[src/rtl/polyev_pkg.sv]
`timescale 1ns / 1ps
// ----------------------------------------------------------------------------
// polyev_pkg
// Shared widths, codes and the datapath control word for the polynomial
// evaluator.
// ----------------------------------------------------------------------------
package polyev_pkg;

  localparam int DATA_W     = 32;
  localparam int DEG_W      = 4;
  localparam int IDX_W      = 4;
  localparam int IN_TDATA_W = 72;

  localparam logic MODE_LOAD = 1'b0;
  localparam logic MODE_EVAL = 1'b1;

  typedef logic signed [DATA_W-1:0] word_t;

  typedef struct packed {
    logic start;
    logic mul_pw;
    logic acc_en;
    logic mul_cf;
    logic pw_clip_en;
    logic final_add;
  } dp_ctrl_t;

endpackage

[src/rtl/polyev_cell.sv]
`timescale 1ns / 1ps
// ----------------------------------------------------------------------------
// polyev_cell
// One coefficient cell of the rotating store: load a word, or take the
// neighbor's word when the ring advances.
// ----------------------------------------------------------------------------
module polyev_cell (
  input  logic                clk,
  input  logic                rst_n,
  input  logic                wr_en,
  input  polyev_pkg::word_t   wr_data,
  input  logic                shift_en,
  input  polyev_pkg::word_t   shift_in,
  output polyev_pkg::word_t   value
);
  import polyev_pkg::*;

  word_t value_r;

  always_ff @(posedge clk) begin
    if (!rst_n) begin
      value_r <= '0;
    end else if (wr_en) begin
      value_r <= wr_data;
    end else if (shift_en) begin
      value_r <= shift_in;
    end
  end

  assign value = value_r;

endmodule

[src/rtl/polyev_datapath.sv]
`timescale 1ns / 1ps
// ----------------------------------------------------------------------------
// polyev_datapath
// Shared multiplier, power truncation and saturation, wide accumulator and
// final scaling with the constant term.
// ----------------------------------------------------------------------------
module polyev_datapath #(
  parameter int MAX_DEGREE = 15,
  parameter int FRAC_BITS  = 16
) (
  input  logic                  clk,
  input  polyev_pkg::dp_ctrl_t  ctrl,
  input  polyev_pkg::word_t     x_in,
  input  polyev_pkg::word_t     coef,
  output polyev_pkg::word_t     res_value,
  output logic                  res_sat
);
  import polyev_pkg::*;

  localparam int PROD_W = 2 * DATA_W;
  localparam int ACC_W  = PROD_W + $clog2(MAX_DEGREE + 1);

  localparam logic signed [PROD_W-1:0] PROD_HI =
    {{(PROD_W-DATA_W+1){1'b0}}, {(DATA_W-1){1'b1}}};
  localparam logic signed [PROD_W-1:0] PROD_LO =
    {{(PROD_W-DATA_W+1){1'b1}}, {(DATA_W-1){1'b0}}};
  localparam logic signed [ACC_W-1:0] ACC_HI =
    {{(ACC_W-DATA_W+1){1'b0}}, {(DATA_W-1){1'b1}}};
  localparam logic signed [ACC_W-1:0] ACC_LO =
    {{(ACC_W-DATA_W+1){1'b1}}, {(DATA_W-1){1'b0}}};
  localparam word_t WORD_MAX = {1'b0, {(DATA_W-1){1'b1}}};
  localparam word_t WORD_MIN = {1'b1, {(DATA_W-1){1'b0}}};

  word_t                    x_r;
  word_t                    pw_r;
  word_t                    c0_r;
  logic                     clip_r;
  logic signed [PROD_W-1:0] mul_r;
  logic signed [ACC_W-1:0]  acc_r;

  word_t                    op_a;
  logic signed [PROD_W-1:0] prod;
  logic signed [PROD_W-1:0] pw_shift;
  word_t                    pw_fix;
  logic                     pw_clip;

  assign op_a = ctrl.mul_pw ? x_r : coef;
  assign prod = op_a * pw_r;

  always_comb begin
    pw_shift = mul_r >>> FRAC_BITS;
    pw_clip  = 1'b1;
    if (pw_shift > PROD_HI) begin
      pw_fix = WORD_MAX;
    end else if (pw_shift < PROD_LO) begin
      pw_fix = WORD_MIN;
    end else begin
      pw_fix  = pw_shift[DATA_W-1:0];
      pw_clip = 1'b0;
    end
  end

  always_ff @(posedge clk) begin
    if (ctrl.start) begin
      x_r    <= x_in;
      pw_r   <= x_in;
      c0_r   <= coef;
      acc_r  <= '0;
      clip_r <= 1'b0;
    end else begin
      if (ctrl.mul_pw || ctrl.mul_cf) begin
        mul_r <= prod;
      end
      if (ctrl.acc_en) begin
        acc_r <= acc_r + ACC_W'(mul_r);
      end else if (ctrl.final_add) begin
        acc_r <= (acc_r >>> FRAC_BITS) + ACC_W'(c0_r);
      end
      if (ctrl.mul_cf) begin
        pw_r <= pw_fix;
        if (ctrl.pw_clip_en && pw_clip) begin
          clip_r <= 1'b1;
        end
      end
    end
  end

  always_comb begin
    res_sat = 1'b1;
    if (acc_r > ACC_HI) begin
      res_value = WORD_MAX;
    end else if (acc_r < ACC_LO) begin
      res_value = WORD_MIN;
    end else begin
      res_value = acc_r[DATA_W-1:0];
      res_sat   = clip_r;
    end
  end

endmodule

[src/rtl/polynomial_evaluator.sv]
`timescale 1ns / 1ps
// ----------------------------------------------------------------------------
// polynomial_evaluator
// Signed fixed-point polynomial evaluation over a rotating ring of
// coefficient cells and one shared multiplier.
// ----------------------------------------------------------------------------
// channel  dir  tdata                                  tuser
// in       in   [3:0] coef_index [35:4] coef_value     [0] mode
//               [67:36] x_value [71:68] zero
// out      out  [31:0] result_value                    [0] saturated
// cfg      in   cfg_wr_data [3:0] degree               -
//
// A load word writes its cell and leaves the block idle. An evaluate word of
// effective degree D steps the shared multiplier through its terms, adds the
// constant term and rotates the coefficient ring back into place before the
// output load; D = 0 skips the multiplier.
// Reset clears the ring to zero and sets degree to 1.
// A result waiting on out stalls the next evaluate only at its output load.
// ----------------------------------------------------------------------------
module polynomial_evaluator #(
  parameter int MAX_DEGREE = 15,
  parameter int FRAC_BITS  = 16
) (
  input  logic                                  clk,
  input  logic                                  rst_n,
  input  logic                                  cfg_wr_en,
  input  logic [polyev_pkg::DEG_W-1:0]          cfg_wr_data, // [3:0] degree
  input  logic                                  in_tvalid,
  output logic                                  in_tready,
  input  logic [polyev_pkg::IN_TDATA_W-1:0]     in_tdata,    // coef_index, coef_value, x_value
  input  logic                                  in_tuser,    // mode
  output logic                                  out_tvalid,
  input  logic                                  out_tready,
  output logic [polyev_pkg::DATA_W-1:0]         out_tdata,   // result_value
  output logic                                  out_tuser    // saturated
);
  import polyev_pkg::*;

  localparam int DEPTH = MAX_DEGREE + 1;
  localparam int ROT_W = $clog2(DEPTH);
  localparam int K_W   = $clog2(MAX_DEGREE + 1);

  typedef enum logic [2:0] {
    S_IDLE,
    S_PA,
    S_PB,
    S_FIN,
    S_SUM,
    S_DONE
  } state_t;

  state_t              state_r;
  logic [DEG_W-1:0]    degree_r;
  logic [K_W-1:0]      k_r;
  logic [K_W-1:0]      deg_r;
  logic [ROT_W-1:0]    rot_r;
  logic                out_tvalid_r;
  word_t               out_tdata_r;
  logic                out_tuser_r;

  logic [IDX_W-1:0]    in_idx;
  word_t               in_coef;
  word_t               in_x;
  logic                in_acc;
  logic                eval_go;
  logic [K_W-1:0]      deg_eff;
  logic                shift_en;
  logic                out_load;
  dp_ctrl_t            ctrl;
  word_t               res_value;
  logic                res_sat;
  word_t               cell_val [DEPTH];

  assign in_idx  = in_tdata[IDX_W-1:0];
  assign in_coef = in_tdata[IDX_W+DATA_W-1:IDX_W];
  assign in_x    = in_tdata[IDX_W+2*DATA_W-1:IDX_W+DATA_W];

  assign in_tready = (state_r == S_IDLE);
  assign in_acc    = in_tvalid && in_tready;
  assign eval_go   = in_acc && (in_tuser == MODE_EVAL);

  always_comb begin
    if (32'(degree_r) > MAX_DEGREE) begin
      deg_eff = K_W'(MAX_DEGREE);
    end else begin
      deg_eff = K_W'(degree_r);
    end
  end

  assign shift_en = (state_r == S_PA) || ((state_r == S_DONE) && (rot_r != '0));
  assign out_load = (state_r == S_DONE) && (rot_r == '0) && (!out_tvalid_r || out_tready);

  always_comb begin
    ctrl            = '0;
    ctrl.start      = eval_go;
    ctrl.mul_pw     = (state_r == S_PA);
    ctrl.acc_en     = ((state_r == S_PA) && (k_r != K_W'(1))) || (state_r == S_FIN);
    ctrl.mul_cf     = (state_r == S_PB);
    ctrl.pw_clip_en = (state_r == S_PB) && (k_r < deg_r);
    ctrl.final_add  = (state_r == S_SUM);
  end

  for (genvar i = 0; i < DEPTH; i++) begin : g_cell
    localparam int NXT = (i + 1) % DEPTH;
    polyev_cell u_cell (
      .clk      (clk),
      .rst_n    (rst_n),
      .wr_en    (in_acc && (in_tuser == MODE_LOAD) && (32'(in_idx) == i)),
      .wr_data  (in_coef),
      .shift_en (shift_en),
      .shift_in (cell_val[NXT]),
      .value    (cell_val[i])
    );
  end

  polyev_datapath #(
    .MAX_DEGREE (MAX_DEGREE),
    .FRAC_BITS  (FRAC_BITS)
  ) u_datapath (
    .clk       (clk),
    .ctrl      (ctrl),
    .x_in      (in_x),
    .coef      (cell_val[0]),
    .res_value (res_value),
    .res_sat   (res_sat)
  );

  always_ff @(posedge clk) begin
    if (!rst_n) begin
      degree_r <= DEG_W'(1);
    end else if (cfg_wr_en) begin
      degree_r <= cfg_wr_data;
    end
  end

  always_ff @(posedge clk) begin
    if (!rst_n) begin
      state_r      <= S_IDLE;
      k_r          <= '0;
      deg_r        <= '0;
      rot_r        <= '0;
      out_tvalid_r <= 1'b0;
    end else begin
      if (shift_en) begin
        rot_r <= (rot_r == ROT_W'(DEPTH - 1)) ? '0 : rot_r + 1'b1;
      end
      if (out_load) begin
        out_tvalid_r <= 1'b1;
        out_tdata_r  <= res_value;
        out_tuser_r  <= res_sat;
      end else if (out_tready) begin
        out_tvalid_r <= 1'b0;
      end
      unique case (state_r)
        S_IDLE: begin
          if (eval_go) begin
            deg_r <= deg_eff;
            k_r   <= K_W'(1);
            state_r <= (deg_eff == '0) ? S_SUM : S_PA;
          end
        end
        S_PA: begin
          state_r <= S_PB;
        end
        S_PB: begin
          if (k_r == deg_r) begin
            state_r <= S_FIN;
          end else begin
            k_r     <= k_r + 1'b1;
            state_r <= S_PA;
          end
        end
        S_FIN: begin
          state_r <= S_SUM;
        end
        S_SUM: begin
          state_r <= S_DONE;
        end
        S_DONE: begin
          if (out_load) begin
            state_r <= S_IDLE;
          end
        end
        default: begin
          state_r <= S_IDLE;
        end
      endcase
    end
  end

  assign out_tvalid = out_tvalid_r;
  assign out_tdata  = out_tdata_r;
  assign out_tuser  = out_tuser_r;

  a_ring_aligned_idle: assert property (@(posedge clk) disable iff (!rst_n)
    (state_r == S_IDLE) |-> (rot_r == '0))
    else $error("coefficient ring not aligned while idle");

  a_term_in_range: assert property (@(posedge clk) disable iff (!rst_n)
    ((state_r == S_PA) || (state_r == S_PB)) |-> ((k_r != '0) && (k_r <= deg_r)))
    else $error("term counter out of range");

  a_eval_busy: assert property (@(posedge clk) disable iff (!rst_n)
    eval_go |=> !in_tready)
    else $error("input accepted during evaluation");

  a_load_no_result: assert property (@(posedge clk) disable iff (!rst_n)
    (in_acc && (in_tuser == MODE_LOAD) && !out_tvalid_r) |=> !out_tvalid_r)
    else $error("load word produced a result");

endmodule
[config.mk]
export PLATFORM = sky130hd
export DESIGN_NAME = polynomial_evaluator
export DESIGN_NICKNAME = d
export VERILOG_FILES = /design/src/rtl/polyev_pkg.sv /design/src/rtl/polyev_cell.sv /design/src/rtl/polyev_datapath.sv /design/src/rtl/polynomial_evaluator.sv
export SDC_FILE = /design/constraint.sdc
export NUM_CORES = 2
export LEC_CHECK = 0
export BUFFER_PORTS_ARGS = -buffer_cell sky130_fd_sc_hd__buf_2
export CORE_MARGIN = 3
export CORE_UTILIZATION = 30
export DETAILED_ROUTE_END_ITERATION = 6
export SLEW_MARGIN = 20
export SYNTH_ARGS = -nofsm -noshare
export SYNTH_HDL_FRONTEND = slang
export SYNTH_SLANG_ARGS = --single-unit
[constraint.sdc]
create_clock -name clk -period 8.4 [get_ports clk]
set_input_delay 0.42 -clock clk [delete_from_list [all_inputs] [get_ports clk]]
set_output_delay 0.42 -clock clk [all_outputs]
set_load 0.1 [all_outputs]
# ---- After elaboration in Yosys (flattened, before gate mapping)
# Index checks and enable logic that the tools add are counted.
dict set report classes {
  eq_ne 26
  order_cmp 5
  n_addsub 4
  n_reduce_logical 62
  muxes 53
  multipliers 1
  bitwise 2
}
# cell count
set ops {}
lappend ops {{two-way mux 32 bit} 38}
lappend ops {{two-way mux 68 bit} 2}
lappend ops {{adder 68 x 64 -> 68 bit} 1}
lappend ops {{> comparator 68 x 32 -> 1 bit, second input constant} 1}
lappend ops {{< comparator 68 x 32 -> 1 bit, second input constant} 1}
lappend ops {{multiplier 32 x 32 -> 64 bit} 1}
lappend ops {{adder 52 x 32 -> 53 bit} 1}
lappend ops {{> comparator 48 x 32 -> 1 bit, second input constant} 1}
lappend ops {{< comparator 48 x 32 -> 1 bit, second input constant} 1}
lappend ops {{nonzero test 2 bit} 20}
lappend ops {{equality test 4 bit, second input constant} 9}
lappend ops {{logical AND 1 bit} 25}
lappend ops {{one-hot mux 3 bit (6 select lines)} 1}
lappend ops {{equality test 4 x 3 -> 1 bit, second input constant} 4}
lappend ops {{logical NOT 4 bit} 3}
lappend ops {{two-way mux 4 bit} 3}
lappend ops {{AND reduction 2 bit} 5}
lappend ops {{two-way mux 3 bit} 3}
lappend ops {{adder 4 x 1 -> 4 bit, second input constant} 2}
lappend ops {{equality test 4 x 2 -> 1 bit, second input constant} 2}
lappend ops {{one-hot mux 4 bit (2 select lines)} 1}
lappend ops {{equality test 3 x 2 -> 1 bit, second input constant} 2}
lappend ops {{equality test 3 bit, second input constant} 2}
lappend ops {{equality test 4 x 1 -> 1 bit, second input constant} 1}
lappend ops {{15 further kinds} 23}
dict set report word_totals {
  output_inout_bits 35
  register_bits 794
  inputBits 82
  elab_cells 183
}

# ---- Depth between registers and ports, before layout
dict set report logic_depth {
  ltp_word 5
  mapped_depth 37
  depth_no_buf 33
}

# ---- Modules after synthesis
# A second synthesis with hierarchy kept.
dict set report hier_totals {
  cells_unflattened 7976
  hier_area_um2 82275.2
}
# mod seq_area_each_um2 area_each_um2 cells_each n_inst
set modules_own_cells {}
lappend modules_own_cells {polyev_datapath 6185.9 51598.2 5535 1}
lappend modules_own_cells {polyev_cell 640.6 1778.0 141 16}
lappend modules_own_cells {polynomial_evaluator 1391.3 2229.6 185 1}

# ---- Worst setup path after synthesis
# Ideal clock, no wire load.
dict set report synth_path {
  path_kind {reg-to-reg}
  startpoint {register state_r[1]}
  endpoint {register u_datapath.mul_r[60], data pin}
  required_time_ns 8.129
  period_less_slack_ns 9.060
  setup_slack_ns -0.660
  arrival_time_ns 8.789
  path_stages_with_launch 34
  path_cell_list {dfxtp_1 > inv_1 > nand2_1 > nor2_1 > clkbuf_1 > clkbuf_1 > mux2_2 > clkbuf_1 > and2_1 > fa_1 > fa_1 > fa_1 > inv_1 > fa_1 > inv_1 > fa_1 > inv_1 > fa_1 > inv_1 > fa_1 > inv_1 > fa_1 > inv_1 > ha_1 > clkbuf_1 > nand3_1 > o41ai_2 > nor3_2 > o21ai_2 > a2111oi_4 > o221a_4 > o31ai_2 > a2111o_1 > o2111ai_1}
}
dict set report synth_between {
  elab_chain_len 3
}
# item line_no
set synth_rtl {}
lappend synth_rtl {{start: declaration} polynomial_evaluator.sv:52} ;# state_t state_r;
lappend synth_rtl {{start signal: assignment} polynomial_evaluator.sv:159} ;# state_r <= (deg_eff == '0) ? S_SUM : S_PA;
lappend synth_rtl {{equality test 3 x 1 -> 1 bit} polynomial_evaluator.sv:96} ;# ctrl.mul_pw = (state_r == S_PA);
lappend synth_rtl {{two-way mux 32 bit} polyev_datapath.sv:47} ;# assign op_a = ctrl.mul_pw ? x_r : coef;
lappend synth_rtl {{multiplier 32 x 32 -> 64 bit} polyev_datapath.sv:48} ;# assign prod = op_a * pw_r;
lappend synth_rtl {{via u_datapath.prod[60]} polyev_datapath.sv:42} ;# logic signed [PROD_W-1:0] prod;
lappend synth_rtl {{end signal: assignment} polyev_datapath.sv:72} ;# mul_r <= prod;
lappend synth_rtl {{end: declaration} polyev_datapath.sv:38} ;# logic signed [PROD_W-1:0] mul_r;
# The timed path passes the listed nets, and every way through them passes these cells.
# A chain may end at the register's enable or synchronous reset.

# ---- Worst setup path after layout
dict set report layout_path {
  startpoint {register state_r[1]}
  endpoint {register u_datapath.mul_r[57], data pin}
}
# Same word-level chain as after synthesis.

==> impl_metrics.ini <==
[status]
status = finished, violations left
violations = negative setup slack

[grt]
grt_use_total_pct = 18.5
grt_pass1_vias = 61850
grt_max_degree = 253
grt_first_pass_wirelength_um = 375000
antenna_found_initial = 27
grt.overflow.total = 0

[die]
initial_core_util_pct = 30.2
coreArea_um2 = 249000
dieArea_um2 = 257000
fp.dieH_um = 507
fp.dieW_um = 507
row_count = 183
pin_count = 117

[route]
avgRoutedWirePerCell_um = 19.9
ant_nets = 0
first_pass_iters = 6
totalWireLength_um = 242000
viasPerCell = 5.05
remaining_drc_errors = 0
num_vias = 61226
dr.first_iter.drc_count = 5306

[logic_synthesis]
synthTopCellsByArea = fa_1 29%, dfxtp_1 16%, nand2_1 8.8%
synth.distinct_cells = 87
netlist_instances = 8597
yosysWarnings = 0
syn_nets = 10074
ys_seq_area_share_pct = 23.7
synth_largest_area_cell = fa_1
avgSynthCellArea_um2 = 8.76
synth_top_cell_area_share_pct = 28.8
synth_ff_type = dfxtp_1
synthArstFlopShare_pct = 0
synth-seq-cells = 794
syn_area_um2 = 75300
synth-edff-count = 193

[worst_setup_path]
cp_common_cell = fa_1
rr_worst_depth = 35
path_depth = 35
cpMaxStageDelayCell = fa_2
crit_path_end_kind = flip-flop
slowest_delay_ns = 0.63
crit_buf_inv = 11
critPathTopFamily = adder cells
crit_arrival_ns = 8.98
worstPathMaxFanout = 5
critPathKind = flip-flop to flip-flop
required_ns = 8.85
startpoint_type = flip-flop

[clock_tree]
cts_buffers = 84
cts_max_level = 3
clkSinkCount = 794
cts.reportedPaths.clkPinSlew_ns = 0.07
cts_tree = yes
clock_latency_ns = 0.70
root_buffer = clkbuf_16
clk_path_buf_depth = 3

[layout]
drive_gt1_share_pct = 12.4
mostFrequentLayoutCells = 1743 x nand2_1, 1026 x fa_1, 1020 x inv_1
fin_cells = 12135
layout.cells.most_common = nand2_1
syn_to_final_growth_pct = 15.7
nets = 10199
multiInputGateArea_um2 = 52500
regArea_um2 = 17800
fillers = 25428

[hold_path]
worstHoldPathCells = 1
hold_class = input port to flip-flop

[placement]
placed_cells = 11870
dp_hpwl_um = 183000
portBuffers = 112
gp_congestion = 0.953

[sta]
rsz0062_at_grt = true
slew_headroom_pct = 21.3
timing.final.max_slew_violations = 0
fin_crit_ns = 8.53
setup_tns_ns = -0.591
hold_violations = 0
finalCritPeriodShare_pct = 102
finalClockSkew_ns = 0.0408
setup_viol = 9
fmax_ghz = 0.117
worstMarginPinSlew_ns = 1.18
fin_ws_ns = -0.133

[flow_run]
max_cap_violations = 0
-- final timing paths --
check                                    startpoint                                     end  slack (ns)
max                         state_r[1]$_SDFFE_PN0P_          u_datapath.mul_r[57]$_DFFE_PP_       -0.13
min reg2reg  g_cell[4].u_cell.value[1]$_SDFFE_PN0P_  g_cell[3].u_cell.value[1]$_SDFFE_PN0P_        0.47
max reg2reg                 state_r[1]$_SDFFE_PN0P_          u_datapath.mul_r[57]$_DFFE_PP_       -0.13
min                                    in_tdata[61]            u_datapath.x_r[25]$_DFFE_PP_        0.04
-- flip-flops by register name, summed over array words and instances, names as in the netlist --
signal / count
state_r: 3
u_datapath.c0_r: 32
out_tuser: 1
deg_eff: 4
rot_r: 4
deg_r: 4
u_datapath.acc_r: 68
out_tdata: 32
u_datapath.mul_r: 64
g_cell.u_cell.value: 512
u_datapath.clip_r: 1
k_r: 4
u_datapath.pw_r: 32
u_datapath.x_r: 32
out_tvalid: 1
-- through the flow --
| stage | utilization [%] | hold WS (ns) | area [um2] | worst slack (ns) |
|---|---|---|---|---|
| finish | 35.0 | 0.0414 | 87100 | -0.133 |
| global route | 35.0 | 0.00403 | 87100 | -0.403 |
| CTS | 34.5 | 0.00557 | 86000 | -0.0791 |
| detailed placement | 32.8 | 0.465 | 81800 | -0.400 |
| global placement | 32.8 | 0.453 | 81800 | -0.368 |
| floorplan | - | 0.428 | 75400 | 0.0140 |
-- logic make-up (layout without fill, tap and decap cells) --
family / Yosys count / in the layout / synth area share, %
other: 0 / 13 / 0
XOR/XNOR: 177 / 177 / 2.06
adder cells (fa/ha/maj): 1395 / 1395 / 34.0
multiplexers: 44 / 44 / 0.641
AO/OA/AOI/OAI: 1296 / 1296 / 12.7
AND/OR/NAND/NOR: 3218 / 3218 / 18.6
flip-flops: 794 / 794 / 23.7
buffers and inverters: 1673 / 1868 / 8.35
-- synth_stat cells (20+ instances only) --
cell type,count
a21oi_1,264
nor2b_1,27
mux2_2,34
nand2_1,1762
o21ai_0,145
xor2_1,57
nand2b_1,31
ha_1,311
edfxtp_1,193
buf_1,68
and2_1,522
dfxtp_1,601
a21o_1,108
xnor2_1,120
clkbuf_1,548
inv_1,1052
o21bai_1,27
a211oi_1,48
nand4_1,35
nor2_1,672
o21a_1,20
fa_1,1084
a311oi_1,521
a31oi_1,27
nor3_1,35
nand3_1,54
-- metal layers --
metal  GRT usage (%)  up-vias  part of all wire (%)
met5               0        -                 0.061
met2            29.1     2021                    45
met4            6.46       20                   4.0
met1            25.4    30722                    44
li1                -    28019                     -
met3            3.26      444                   6.6
-- final cells by class --
class	instances	share of cell area [%]
flip-flops and latches	794	20.5
inverters	1053	4.56
multi-input cells	6130	60.2
diodes	13	0.0373
clock buffers	118	2.72
clock inverters	38	0.551
well taps	3330	4.78
repair buffers	659	6.67
-- repair_timing --
action,in CTS,in global routing
buffers inserted,38,30
endpoints found under the setup margin,22,31
pin swaps,112,132
hold buffers,16,0
hold endpoints to repair,19,0
gates cloned,5,6
resized for setup,192,161
Power is left out: the tool's default activity adds up to more than one toggle a clock period on the data nets, which glitch-free logic cannot reach.
